### config.mk
export PLATFORM = sky130hd
export DESIGN_NAME = note_ring_led_pulse_encoder_flat
export DESIGN_NICKNAME = d
export VERILOG_FILES = /design/src/rtl/nrle_pkg.sv /design/src/rtl/nrle_if.sv /design/src/rtl/nrle_lane.sv /design/src/rtl/nrle_merge.sv /design/src/rtl/nrle_emit.sv /design/src/rtl/note_ring_led_pulse_encoder.sv /design/src/flat_wrapper.sv
export SDC_FILE = /design/constraint.sdc
export NUM_CORES = 2
export LEC_CHECK = 0
export ABC_AREA = 1
export BUFFER_PORTS_ARGS = -buffer_cell sky130_fd_sc_hd__clkbuf_2
export CAP_MARGIN = 10
export CORE_MARGIN = 5
export CORE_UTILIZATION = 56
export CTS_CLUSTER_SIZE = 16
export DETAILED_ROUTE_END_ITERATION = 8
export PLACE_DENSITY = 0.84
export SKIP_CTS_REPAIR_TIMING = 1
export SYNTH_ARGS = -nofsm -noshare
export SYNTH_HDL_FRONTEND = slang
export SYNTH_SLANG_ARGS = --single-unit
### constraint.sdc
create_clock -name clk -period 12.5 [get_ports clk]
set_input_delay 3.125 -clock clk [delete_from_list [all_inputs] [get_ports clk]]
set_output_delay 3.125 -clock clk [all_outputs]
set_load 0.03 [all_outputs]
### src/rtl/nrle_pkg.sv
// Shared types, constants and helper functions for the note ring LED encoder.
package nrle_pkg;

  localparam int LANES = 4;

  // Palette fixed-point divide by 100: x * 5243 >> 19 is exact for x <= 10000.
  localparam logic [12:0] DIV100_RECIP = 13'd5243;
  localparam int DIV100_SHIFT = 19;

  localparam logic [6:0] BRIGHT_MAX   = 7'd100;
  localparam logic [6:0] BRIGHT_RESET = 7'd10;
  localparam logic [3:0] NOTE_MAX     = 4'd12;

  localparam logic [1:0] CH_GREEN = 2'd0;
  localparam logic [1:0] CH_RED   = 2'd1;
  localparam logic [1:0] CH_BLUE  = 2'd2;

  typedef struct packed {
    logic [6:0] r;
    logic [6:0] g;
    logic [6:0] b;
  } lvl_t;

  typedef struct packed {
    logic act;
    lvl_t lvl;
  } lane_t;

  typedef struct packed {
    logic [2:0]       cnt;
    lvl_t [LANES-1:0] slot;
  } item_t;

  typedef struct packed {
    logic [3:0]  led_index;
    logic [1:0]  color_channel;
    logic [6:0]  level;
    logic [31:0] pulse_pattern;
    logic        last;
  } res_t;

  function automatic lvl_t nrle_palette(input logic [3:0] code);
    lvl_t p;
    case (code)
      4'd1:    p = '{r: 7'd100, g: 7'd0,   b: 7'd0};
      4'd2:    p = '{r: 7'd90,  g: 7'd10,  b: 7'd0};
      4'd3:    p = '{r: 7'd70,  g: 7'd30,  b: 7'd0};
      4'd4:    p = '{r: 7'd65,  g: 7'd25,  b: 7'd10};
      4'd5:    p = '{r: 7'd33,  g: 7'd33,  b: 7'd33};
      4'd6:    p = '{r: 7'd0,   g: 7'd100, b: 7'd0};
      4'd7:    p = '{r: 7'd15,  g: 7'd80,  b: 7'd15};
      4'd8:    p = '{r: 7'd8,   g: 7'd47,  b: 7'd44};
      4'd9:    p = '{r: 7'd7,   g: 7'd8,   b: 7'd85};
      4'd10:   p = '{r: 7'd0,   g: 7'd0,   b: 7'd100};
      4'd11:   p = '{r: 7'd50,  g: 7'd0,   b: 7'd50};
      4'd12:   p = '{r: 7'd85,  g: 7'd0,   b: 7'd15};
      default: p = '{r: 7'd0,   g: 7'd0,   b: 7'd0};
    endcase
    return p;
  endfunction

  // Each data bit becomes four samples 1, bit, 0, 0, MSB first.
  function automatic logic [31:0] nrle_pulse(input logic [6:0] level);
    logic [7:0]  v;
    logic [31:0] pat;
    v = {1'b0, level};
    for (int k = 0; k < 8; k++) begin
      pat[4*k +: 4] = {1'b1, v[k], 2'b00};
    end
    return pat;
  endfunction

endpackage

### src/rtl/nrle_if.sv
// Valid/ready channel interfaces for the note word and the pulse result word.
interface nrle_in_if;
  logic       valid;
  logic       ready;
  logic [3:0] note_first;
  logic [3:0] note_second;
  logic [3:0] note_third;
  logic [3:0] note_fourth;

  modport source (output valid, note_first, note_second, note_third, note_fourth,
                  input ready);
  modport sink (input valid, note_first, note_second, note_third, note_fourth,
                output ready);
endinterface

interface nrle_out_if;
  logic        valid;
  logic        ready;
  logic [3:0]  led_index;
  logic [1:0]  color_channel;
  logic [6:0]  level;
  logic [31:0] pulse_pattern;
  logic        last;

  modport source (output valid, led_index, color_channel, level, pulse_pattern, last,
                  input ready);
  modport sink (input valid, led_index, color_channel, level, pulse_pattern, last,
                output ready);
endinterface

### src/rtl/nrle_lane.sv
// One note lane: palette lookup, brightness multiply, then divide by 100.
module nrle_lane
  import nrle_pkg::*;
(
  input  logic       clk,
  input  logic       en1,
  input  logic       en2,
  input  logic [3:0] code,
  input  logic [6:0] bright,
  output lane_t      lane_o
);

  lvl_t        pal;
  logic        act_r;
  logic [13:0] prod_r_r, prod_g_r, prod_b_r;
  logic [26:0] q_r, q_g, q_b;
  lane_t       lane_r;

  assign pal = nrle_palette(code);

  always_ff @(posedge clk) begin
    if (en1) begin
      act_r    <= (code != 4'd0) && (code <= NOTE_MAX);
      prod_r_r <= 14'(bright) * 14'(pal.r);
      prod_g_r <= 14'(bright) * 14'(pal.g);
      prod_b_r <= 14'(bright) * 14'(pal.b);
    end
  end

  assign q_r = 27'(prod_r_r) * 27'(DIV100_RECIP);
  assign q_g = 27'(prod_g_r) * 27'(DIV100_RECIP);
  assign q_b = 27'(prod_b_r) * 27'(DIV100_RECIP);

  always_ff @(posedge clk) begin
    if (en2) begin
      lane_r.act   <= act_r;
      lane_r.lvl.r <= q_r[DIV100_SHIFT +: 7];
      lane_r.lvl.g <= q_g[DIV100_SHIFT +: 7];
      lane_r.lvl.b <= q_b[DIV100_SHIFT +: 7];
    end
  end

  assign lane_o = lane_r;

endmodule

### src/rtl/nrle_merge.sv
// Compacts the active lanes in order and counts them.
module nrle_merge
  import nrle_pkg::*;
(
  input  logic              clk,
  input  logic              en,
  input  lane_t [LANES-1:0] lanes,
  output item_t             item_o
);

  item_t item_nxt;
  item_t item_r;

  always_comb begin
    item_nxt = '0;
    for (int k = 0; k < LANES; k++) begin
      if (lanes[k].act) begin
        item_nxt.slot[item_nxt.cnt[1:0]] = lanes[k].lvl;
        item_nxt.cnt = item_nxt.cnt + 3'd1;
      end
    end
  end

  always_ff @(posedge clk) begin
    if (en) begin
      item_r <= item_nxt;
    end
  end

  assign item_o = item_r;

endmodule

### src/rtl/nrle_emit.sv
// Walks the ring LED by LED and channel by channel into the output register.
module nrle_emit
  import nrle_pkg::*;
#(
  parameter int LED_COUNT = 12
) (
  input  logic  clk,
  input  logic  rst_n,
  input  logic  item_v,
  input  item_t item,
  output logic  take,
  input  logic  res_ready,
  output logic  res_valid,
  output res_t  res
);

  localparam int LED_W = $clog2(LED_COUNT);
  localparam int ACC_W = $clog2(LED_COUNT + LANES + 1);

  logic             busy_r, busy_nxt;
  logic             vld_r, vld_nxt;
  item_t            cur_r;
  logic [LED_W-1:0] led_r, led_nxt;
  logic [1:0]       ch_r, ch_nxt;
  logic [1:0]       seg_r, seg_nxt;
  logic [ACC_W-1:0] acc_r, acc_nxt, acc_sum;
  res_t             res_r, res_nxt;
  logic             gen, is_last;
  lvl_t             lv;
  logic [6:0]       level;

  assign gen     = busy_r && (!vld_r || res_ready);
  assign is_last = (led_r == LED_W'(LED_COUNT - 1)) && (ch_r == CH_BLUE);
  assign take    = item_v && (!busy_r || (gen && is_last));

  assign lv      = (cur_r.cnt == 3'd0) ? '0 : cur_r.slot[seg_r];
  assign acc_sum = acc_r + ACC_W'(cur_r.cnt);

  always_comb begin
    case (ch_r)
      CH_GREEN: level = lv.g;
      CH_RED:   level = lv.r;
      CH_BLUE:  level = lv.b;
      default:  level = 7'd0;
    endcase
  end

  always_comb begin
    busy_nxt = busy_r;
    vld_nxt  = vld_r && !res_ready;
    led_nxt  = led_r;
    ch_nxt   = ch_r;
    seg_nxt  = seg_r;
    acc_nxt  = acc_r;
    res_nxt  = res_r;
    if (gen) begin
      vld_nxt               = 1'b1;
      res_nxt.led_index     = 4'(led_r);
      res_nxt.color_channel = ch_r;
      res_nxt.level         = level;
      res_nxt.pulse_pattern = nrle_pulse(level);
      res_nxt.last          = is_last;
      if (ch_r == CH_BLUE) begin
        ch_nxt  = CH_GREEN;
        led_nxt = led_r + LED_W'(1);
        // segment = floor(led * n / LED_COUNT), tracked by remainder
        if (acc_sum >= ACC_W'(LED_COUNT)) begin
          acc_nxt = acc_sum - ACC_W'(LED_COUNT);
          seg_nxt = seg_r + 2'd1;
        end else begin
          acc_nxt = acc_sum;
        end
      end else begin
        ch_nxt = ch_r + 2'd1;
      end
      if (is_last) begin
        busy_nxt = 1'b0;
      end
    end
    if (take) begin
      busy_nxt = 1'b1;
      led_nxt  = '0;
      ch_nxt   = CH_GREEN;
      seg_nxt  = 2'd0;
      acc_nxt  = '0;
    end
  end

  always_ff @(posedge clk) begin
    if (!rst_n) begin
      busy_r <= 1'b0;
      vld_r  <= 1'b0;
      led_r  <= '0;
      ch_r   <= CH_GREEN;
      seg_r  <= 2'd0;
      acc_r  <= '0;
    end else begin
      busy_r <= busy_nxt;
      vld_r  <= vld_nxt;
      led_r  <= led_nxt;
      ch_r   <= ch_nxt;
      seg_r  <= seg_nxt;
      acc_r  <= acc_nxt;
    end
  end

  always_ff @(posedge clk) begin
    res_r <= res_nxt;
    if (take) begin
      cur_r <= item;
    end
  end

  assign res_valid = vld_r;
  assign res       = res_r;

endmodule

### src/rtl/note_ring_led_pulse_encoder.sv
// Note ring LED pulse encoder: top level.
//
// Input channel in_ch carries four note codes per word (0 or 13-15 silent,
// 1-12 pitch classes). Output channel out_ch carries 3*LED_COUNT words per
// input word: for each LED in ring order, green, red and blue levels with
// their 32-bit pulse patterns; last marks the final blue word.
// cfg_we/cfg_wdata write the brightness percent, clamped to 100.
//
// Four lanes scale the palette of each note (multiply, then divide by 100
// through a reciprocal multiply), a merge stage compacts the active notes,
// and a sequencer walks the ring into the output register.
// Path: lane product, lane level, merge, item and output registers.
// Throughput: one result word per cycle while out_ch.ready is high; the
// output sequencer sets this rate, one input word per 3*LED_COUNT words.
// A new input word is taken while earlier ones are still in flight.
// Reset clears all valid flags and loads brightness 10. When out_ch.ready is
// low the output word holds and the pipeline stalls behind it.
module note_ring_led_pulse_encoder
  import nrle_pkg::*;
#(
  parameter int LED_COUNT = 12
) (
  input  logic       clk,
  input  logic       rst_n,
  nrle_in_if.sink    in_ch,
  nrle_out_if.source out_ch,
  input  logic       cfg_we,
  input  logic [6:0] cfg_wdata
);

  logic              s1_v_r, s2_v_r, s3_v_r;
  logic              adv1, adv2, adv3, take;
  logic [6:0]        bright_r;
  logic [3:0]        codes [LANES];
  lane_t [LANES-1:0] lanes;
  item_t             item;
  logic              res_valid;
  res_t              res;

  assign codes[0] = in_ch.note_first;
  assign codes[1] = in_ch.note_second;
  assign codes[2] = in_ch.note_third;
  assign codes[3] = in_ch.note_fourth;

  assign adv3        = s2_v_r && (!s3_v_r || take);
  assign adv2        = s1_v_r && (!s2_v_r || adv3);
  assign in_ch.ready = !s1_v_r || adv2;
  assign adv1        = in_ch.valid && in_ch.ready;

  always_ff @(posedge clk) begin
    if (!rst_n) begin
      bright_r <= BRIGHT_RESET;
      s1_v_r   <= 1'b0;
      s2_v_r   <= 1'b0;
      s3_v_r   <= 1'b0;
    end else begin
      if (cfg_we) begin
        bright_r <= (cfg_wdata > BRIGHT_MAX) ? BRIGHT_MAX : cfg_wdata;
      end
      if (in_ch.ready) s1_v_r <= adv1;
      if (!s2_v_r || adv3) s2_v_r <= adv2;
      if (!s3_v_r || take) s3_v_r <= adv3;
    end
  end

  for (genvar g = 0; g < LANES; g++) begin : g_lane
    nrle_lane u_lane (
      .clk    (clk),
      .en1    (adv1),
      .en2    (adv2),
      .code   (codes[g]),
      .bright (bright_r),
      .lane_o (lanes[g])
    );
  end

  nrle_merge u_merge (
    .clk    (clk),
    .en     (adv3),
    .lanes  (lanes),
    .item_o (item)
  );

  nrle_emit #(
    .LED_COUNT (LED_COUNT)
  ) u_emit (
    .clk       (clk),
    .rst_n     (rst_n),
    .item_v    (s3_v_r),
    .item      (item),
    .take      (take),
    .res_ready (out_ch.ready),
    .res_valid (res_valid),
    .res       (res)
  );

  assign out_ch.valid         = res_valid;
  assign out_ch.led_index     = res.led_index;
  assign out_ch.color_channel = res.color_channel;
  assign out_ch.level         = res.level;
  assign out_ch.pulse_pattern = res.pulse_pattern;
  assign out_ch.last          = res.last;

endmodule

### src/flat_wrapper.sv
// flat-port wrapper written by rule: the top's interface ports become plain ports
module note_ring_led_pulse_encoder_flat import nrle_pkg::*;
#(
  parameter int LED_COUNT = 12
)
  (clk, rst_n, cfg_we, cfg_wdata, in_ch_valid, in_ch_note_first, in_ch_note_second, in_ch_note_third, in_ch_note_fourth, in_ch_ready, out_ch_valid, out_ch_led_index, out_ch_color_channel, out_ch_level, out_ch_pulse_pattern, out_ch_last, out_ch_ready);
  nrle_in_if in_ch_i ();
  nrle_out_if out_ch_i ();
  input  logic clk;
  input  logic rst_n;
  input  logic cfg_we;
  input  logic [6:0] cfg_wdata;
  input wire logic [$bits(in_ch_i.valid)-1:0] in_ch_valid;
  input wire logic [$bits(in_ch_i.note_first)-1:0] in_ch_note_first;
  input wire logic [$bits(in_ch_i.note_second)-1:0] in_ch_note_second;
  input wire logic [$bits(in_ch_i.note_third)-1:0] in_ch_note_third;
  input wire logic [$bits(in_ch_i.note_fourth)-1:0] in_ch_note_fourth;
  output wire logic [$bits(in_ch_i.ready)-1:0] in_ch_ready;
  output wire logic [$bits(out_ch_i.valid)-1:0] out_ch_valid;
  output wire logic [$bits(out_ch_i.led_index)-1:0] out_ch_led_index;
  output wire logic [$bits(out_ch_i.color_channel)-1:0] out_ch_color_channel;
  output wire logic [$bits(out_ch_i.level)-1:0] out_ch_level;
  output wire logic [$bits(out_ch_i.pulse_pattern)-1:0] out_ch_pulse_pattern;
  output wire logic [$bits(out_ch_i.last)-1:0] out_ch_last;
  input wire logic [$bits(out_ch_i.ready)-1:0] out_ch_ready;
  assign in_ch_i.valid = in_ch_valid;
  assign in_ch_i.note_first = in_ch_note_first;
  assign in_ch_i.note_second = in_ch_note_second;
  assign in_ch_i.note_third = in_ch_note_third;
  assign in_ch_i.note_fourth = in_ch_note_fourth;
  assign in_ch_ready = in_ch_i.ready;
  assign out_ch_valid = out_ch_i.valid;
  assign out_ch_led_index = out_ch_i.led_index;
  assign out_ch_color_channel = out_ch_i.color_channel;
  assign out_ch_level = out_ch_i.level;
  assign out_ch_pulse_pattern = out_ch_i.pulse_pattern;
  assign out_ch_last = out_ch_i.last;
  assign out_ch_i.ready = out_ch_ready;
  note_ring_led_pulse_encoder #(.LED_COUNT(LED_COUNT)) u_core (.clk(clk), .rst_n(rst_n), .in_ch(in_ch_i), .out_ch(out_ch_i), .cfg_we(cfg_we), .cfg_wdata(cfg_wdata));
endmodule
## Yosys cells after proc, flatten, opt, wreduce, memory -nomap -nowiden

Memory sizes are Yosys's and may differ from the RTL's.
Index checks and enable logic that the tools add are counted.

- Output and inout bits: 48
- Word-level logic and storage cells: 188
- Memories kept: 4
- Flip-flop bits (word level): 473
- Bits of input ports: 28
- ROM bits: 1,344

Memory list:

| memory | words | bits a word | read ports | clocked after Yosys merged registers in | write ports | RTL line | source |
|---|---|---|---|---|---|---|---|
| (no name shown) | 16 | 21 | 1 | 0 | 0 | nrle_pkg.sv:44 | `case (code)` |
| (no name shown) | 16 | 21 | 1 | 0 | 0 | nrle_pkg.sv:44 |  |
| (no name shown) | 16 | 21 | 1 | 0 | 0 | nrle_pkg.sv:44 |  |
| (no name shown) | 16 | 21 | 1 | 0 | 0 | nrle_pkg.sv:44 |  |

- Reduce and logical (&&, ||, !) cells: 38
- Equality and inequality tests: 3
- Add/sub/neg operators: 8
- Mux-type cells: 25
- Multiply operators: 24
- Bitwise logic cells: 1
- Order comparisons: 13

Operator list:

| cell | number |
|---|---|
| $mul A14 B13 Y26 const B | 12 |
| $mux W87 | 3 |
| $bwmux W84 | 3 |
| $mul A7 B7 Y14 | 12 |
| $demux W21 S2 | 3 |
| $mux W21 | 6 |
| $bmux W21 S2 | 1 |
| $pmux W7 S3 | 1 |
| $le A4 B4 Y1 const B | 4 |
| $reduce_bool A4 Y1 | 4 |
| $logic_and A1 B1 Y1 | 15 |
| $add A3 B1 Y3 const B | 3 |
| $lt A2 B3 Y1 const B | 3 |
| $gt A7 B7 Y1 const B | 1 |
| $mux W7 | 1 |
| $ge A2 B1 Y1 const B | 3 |
| $logic_not A1 Y1 | 6 |
| $add A5 B3 Y5 | 1 |
| $ge A5 B4 Y1 const B | 1 |
| $logic_or A1 B1 Y1 | 5 |
| $mux W1 | 5 |
| $mux W5 | 1 |
| $sub A5 B4 Y5 const B | 1 |
| $add A2 B1 Y2 const B | 2 |
| other kinds (13) | 15 |

## Longest topological paths before layout

- Depth after elaboration: 19
- Depth in mapped cells: 25
- Gate-level depth less buffers: 25

## Hierarchy

From an unflattened synthesis, not the netlist that was laid out.

- Cells, all modules: 9,476
- Area, all modules: 82,121.3 um^2

By module, submodules not included:

| module | sequential area each (um^2) | times used | cells each | area an instance (um^2) |
|---|---|---|---|---|
| nrle_lane at u_core.g_lane[0].u_lane | 1,951.9 | 1 | 2,081 | 17,894.7 |
| nrle_lane at u_core.g_lane[2].u_lane | 1,951.9 | 1 | 2,089 | 17,894.7 |
| nrle_lane at u_core.g_lane[1].u_lane | 1,951.9 | 1 | 2,072 | 17,867.1 |
| nrle_lane at u_core.g_lane[3].u_lane | 1,951.9 | 1 | 2,077 | 17,850.9 |
| nrle_merge | 2,612.5 | 1 | 669 | 5,192.5 |
| nrle_emit | 3,333.2 | 1 | 424 | 4,968.5 |
| note_ring_led_pulse_encoder | 200.2 | 1 | 64 | 452.9 |

## Worst setup path after synthesis

No wires, ideal clock.

- Path kind: input to register
- Start: input out_ch_ready
- End: register u_core.g_lane[0].u_lane.act_r (enable)
- Buffers on the path: 0
- Data arrival time: 11.291 ns
- Library setup time: 0.706 ns
- Cell stages on the path: 10
- Path slack: 0.503 ns
- Cells stage by stage: inv_1 -> nand2_1 -> nand2_1 -> inv_2 -> nand2_1 -> nand2_1 -> inv_1 -> nand4_1 -> inv_1 -> nor2_1

- Cells in the longest elaborated chain, start to end: 11

RTL lines:

| item | RTL line | source |
|---|---|---|
| start: declaration | flat_wrapper.sv:25 | `input wire logic [$bits(out_ch_i.ready)-1:0] out_ch_ready;` |
| $logic_or A1 B1 Y1 | nrle_emit.sv:32 | `assign gen = busy_r && (!vld_r \|\| res_ready);` |
| $logic_and A1 B1 Y1 | nrle_emit.sv:32 |  |
| named net u_core.u_emit.gen | nrle_emit.sv:28 | `logic gen, is_last;` |
| $logic_and A1 B1 Y1 | nrle_emit.sv:34 | `assign take = item_v && (!busy_r \|\| (gen && is_last));` |
| $logic_or A1 B1 Y1 | nrle_emit.sv:34 |  |
| $logic_and A1 B1 Y1 | nrle_emit.sv:34 |  |
| $logic_or A1 B1 Y1 | note_ring_led_pulse_encoder.sv:45 | `assign adv3 = s2_v_r && (!s3_v_r \|\| take);` |
| $logic_and A1 B1 Y1 | note_ring_led_pulse_encoder.sv:45 |  |
| $logic_or A1 B1 Y1 | note_ring_led_pulse_encoder.sv:46 | `assign adv2 = s1_v_r && (!s2_v_r \|\| adv3);` |
| $logic_and A1 B1 Y1 | note_ring_led_pulse_encoder.sv:46 |  |
| $logic_or A1 B1 Y1 | note_ring_led_pulse_encoder.sv:47 | `assign in_ch.ready = !s1_v_r \|\| adv2;` |
| named net in_ch_ready | flat_wrapper.sv:18 | `output wire logic [$bits(in_ch_i.ready)-1:0] in_ch_ready;` |
| $logic_and A1 B1 Y1 | note_ring_led_pulse_encoder.sv:48 | `assign adv1 = in_ch.valid && in_ch.ready;` |
| named net u_core.adv1 | note_ring_led_pulse_encoder.sv:32 | `logic adv1, adv2, adv3, take;` |
| end signal: assignment | nrle_lane.sv:23 | `act_r <= (code != 4'd0) && (code <= NOTE_MAX);` |
| end: declaration | nrle_lane.sv:14 | `logic act_r;` |

The timed path passes the listed nets, and every way through them passes these cells.
A chain may end at the register's enable or synchronous reset.

## Worst setup path in the final report

- Start: input out_ch_ready
- End: output in_ch_ready

- Cells in the longest elaborated chain, start to end: 10

RTL lines:

| item | RTL line |
|---|---|
| $logic_or A1 B1 Y1 | nrle_emit.sv:32 |
| $logic_and A1 B1 Y1 | nrle_emit.sv:32 |
| named net u_core.u_emit.gen | nrle_emit.sv:28 |
| $logic_and A1 B1 Y1 | nrle_emit.sv:34 |
| $logic_or A1 B1 Y1 | nrle_emit.sv:34 |
| $logic_and A1 B1 Y1 | nrle_emit.sv:34 |
| $logic_or A1 B1 Y1 | note_ring_led_pulse_encoder.sv:45 |
| $logic_and A1 B1 Y1 | note_ring_led_pulse_encoder.sv:45 |
| $logic_or A1 B1 Y1 | note_ring_led_pulse_encoder.sv:46 |
| $logic_and A1 B1 Y1 | note_ring_led_pulse_encoder.sv:46 |
| $logic_or A1 B1 Y1 | note_ring_led_pulse_encoder.sv:47 |
| end: declaration | flat_wrapper.sv:18 |

The timed path passes the listed nets, and every way through them passes these cells.

==> flow_summary.ini <==
[timing]
max-slew-margin-rel_pct = 16.64
min_period_ns = 7.574
tns_ns = 0
rsz0062_at_grt = false
worst_pin_slew_ns = 1.247
min_period_over_period_pct = 60.59
finalSetupViolCount = 0
slew_violations = 0
skew_ns = 0.04588
fmax_mhz = 132.0
final-hold-violation-count = 0

[worst_hold_path]
min-delay-start = u_core.u_merge.item_o[8]
hold_depth = 0
hold_path_class = reg2reg
min_to = u_core.u_emit.cur_r[8]

[setup_path]
rr_endpoint = u_core.g_lane[3].u_lane.prod_g_r[11]
critPathSlowestCell = inv_2
cp_common_cell = nand2_1
crit_buf_inv = 5
crit_family = buffers and inverters
end_kind = output port
startpoint_type = primary input
crit_arrival_ns = 4.45
ff2ff_path_depth = 18
worst_ep_required_time_ns = 9.38
cp_max_fo = 17
path_class = in2out
regToRegStartpoint = u_core.bright_r[3]
crit_chain = clkbuf_2 -> inv_1 -> nand2_1 -> nand2_1 -> inv_2 -> nand2_1 -> nand2_1 -> inv_1 -> nand4_1 -> clkbuf_2
critPathLaunch = out_ch_ready
cp_slowest_stage_delay_ns = 0.30
r2r_slack_ns = 6.87

[synthesis]
ys_seq_area_share_pct = 17.23
ys_async_sr_fraction_pct = 0
synth-edff-count = 448
synth_flop_cell = edfxtp_1
syn_area_mm2 = 0.08101
syn_avg_cell_area_um2 = 8.810
yosysMostFrequentCell = inv_1
synthCells = 9195
ys_seq_elements = 473
synth_top_area_share_pct = 25.53
ys_top_cells_by_count = inv_1, ha_1, nand2_1
yosysWarnings = 0
ys_top_cells_by_area = fa_1, ha_1, edfxtp_1
yosysUniqueCellTypes = 59
synth_top_cell_by_area = fa_1

[die]
die_area_mm2 = 0.1524
fp.coreArea_mm2 = 0.1437
die_h_um = 390.3
io_pins = 76
dieWidth_um = 390.3
start_util_pct = 56.39
num_rows = 139

[run_status]
status = finished, final reports clean

[route]
drc = 0
drt_iter0_markers = 4372
vias_per_cell = 5.518
vias = 61540
wirelength_um = 197400
firstDrtPassIters = 6
wl_per_cell_um = 17.70
ant_nets = 0

[run]
cap_violations = 0

[clock_network]
cts_tree = done
htreeDepth = 2
clkSinkCount = 473
clkLatencyLatePin_ns = 0.68
cts-root-buf = clkbuf_16
cts_buffer_depth = 3
numCtsBuffers = 55
cts.clk_slew.worst_paths_ns = 0.06

[placed_design]
place_hpwl_um = 163500
portBuffers = 50
gp_congestion = 0.9400

[grt]
grt_max_degree = 141
grt_usage_pct = 26.38
grt_pass1_vias = 65380
antenna_found_initial = 9
grt-ovfl-total = 0
grt_pass1_wl_um = 327400

[cells_and_area]
area_growth_pct = 5.093
nets = 11820
utilization_pct = 59.26
drive_gt1_share_pct = 2.855
n_fill_cell = 11900
## registers in the layout (all words and copies together), names as in the netlist
signal / flops
u_core.g_lane.u_lane.prod_r_r: 56
u_core.s3_v_r: 1
u_core.g_lane.u_lane.act_r: 4
u_core.s1_v_r: 1
u_core.bright_r: 7
u_core.u_emit.res_valid: 1
u_core.s2_v_r: 1
u_core.u_emit.res: 14
u_core.u_merge.item_o: 87
u_core.u_emit.ch_r: 2
u_core.u_emit.seg_r: 2
u_core.u_emit.cur_r: 87
u_core.g_lane.u_lane.prod_g_r: 56
u_core.u_emit.acc_r: 5
u_core.g_lane.u_lane.prod_b_r: 56
u_core.u_emit.led_r: 4
u_core.g_lane.u_lane.lane_o: 88
u_core.u_emit.busy_r: 1
## layout make-up
type / instances / area (um^2) / area share, %
clock inverters: 34 / 484.2 / 0.5688
diodes: 4 / 10.01 / 0.01176
repair buffers: 76 / 457.9 / 0.5379
clock buffers: 67 / 1421 / 1.670
multi-input cells: 6453 / 58370 / 68.57
inverters: 2143 / 8049 / 9.455
well taps: 1903 / 2381 / 2.797
flip-flops and latches: 473 / 13960 / 16.39
## worst reg2reg max path: cells and delay by family, from the launching register on
kind	cells	cell delay (ns)
compound gates	4	0.67
simple gates	1	0.20
buf+inv	7	1.69
flops	1	0.30
fa+ha+maj	5	2.34
xor+xnor	1	0.16
## worst max-delay path by stage
stage / slack [ns] / cells after the start / end
final: 4.93 / 10 / in_ch_ready
after global routing: 4.51 / 21 / u_core.g_lane[0].u_lane.prod_g_r[11]
after CTS: 4.92 / 10 / in_ch_ready
after detailed placement: 4.36 / 21 / u_core.g_lane[0].u_lane.prod_g_r[11]
after global placement: 4.41 / 21 / u_core.g_lane[0].u_lane.prod_g_r[11]
after floorplan: 0.50 / 10 / u_core.g_lane[0].u_lane.act_r
## metal layers
layer | share of wire [%] | up-vias | GRT usage [%]
li1 | - | 29130 | -
met1 | 42 | 29830 | 34.61
met2 | 47 | 2131 | 44.40
met3 | 7.5 | 447 | 4.736
met4 | 3.8 | 6 | 8.912
met5 | 0.015 | - | 0
## cell usage in the layout (no fill, tap or decap), drive strengths merged, types with 45 or more instances in the layout
master / n
inv: 2144
ha: 1556
nand2: 1404
fa: 1033
nor2: 827
edfxtp: 448
a21oi: 418
nand3: 306
o21ai: 232
clkbuf: 117
xor2: 105
nand4: 100
o22ai: 62
nor3: 61
o21bai: 60
xnor2: 57
a21o: 45
## cell families (layout without fill, tap and decap cells)
kind of cell,Yosys count,count (layout),synth area share [%]
compound gates,934,934,6.713
xor+xnor,162,162,1.752
fa+ha+maj,2589,2589,49.56
buf+inv,2292,2320,10.84
flops,473,473,17.23
other cells,2,29,0.009271
simple gates,2743,2743,13.90
## metrics by stage
stage,hold slack (ns),instances,worst slack [ns],cell area [um^2]
final,0.3964,11150,4.926,85130
after global routing,0.4003,11150,4.506,85120
after CTS,0.3887,11150,4.915,85120
after detailed placement,0.4045,11050,4.356,83210
after global placement,0.4005,11050,4.410,83210
after floorplan,0.4003,9218,0.5025,81090
Power is not shown: default switching activity piles up to over one toggle a cycle in this logic, so the estimate is an artifact.
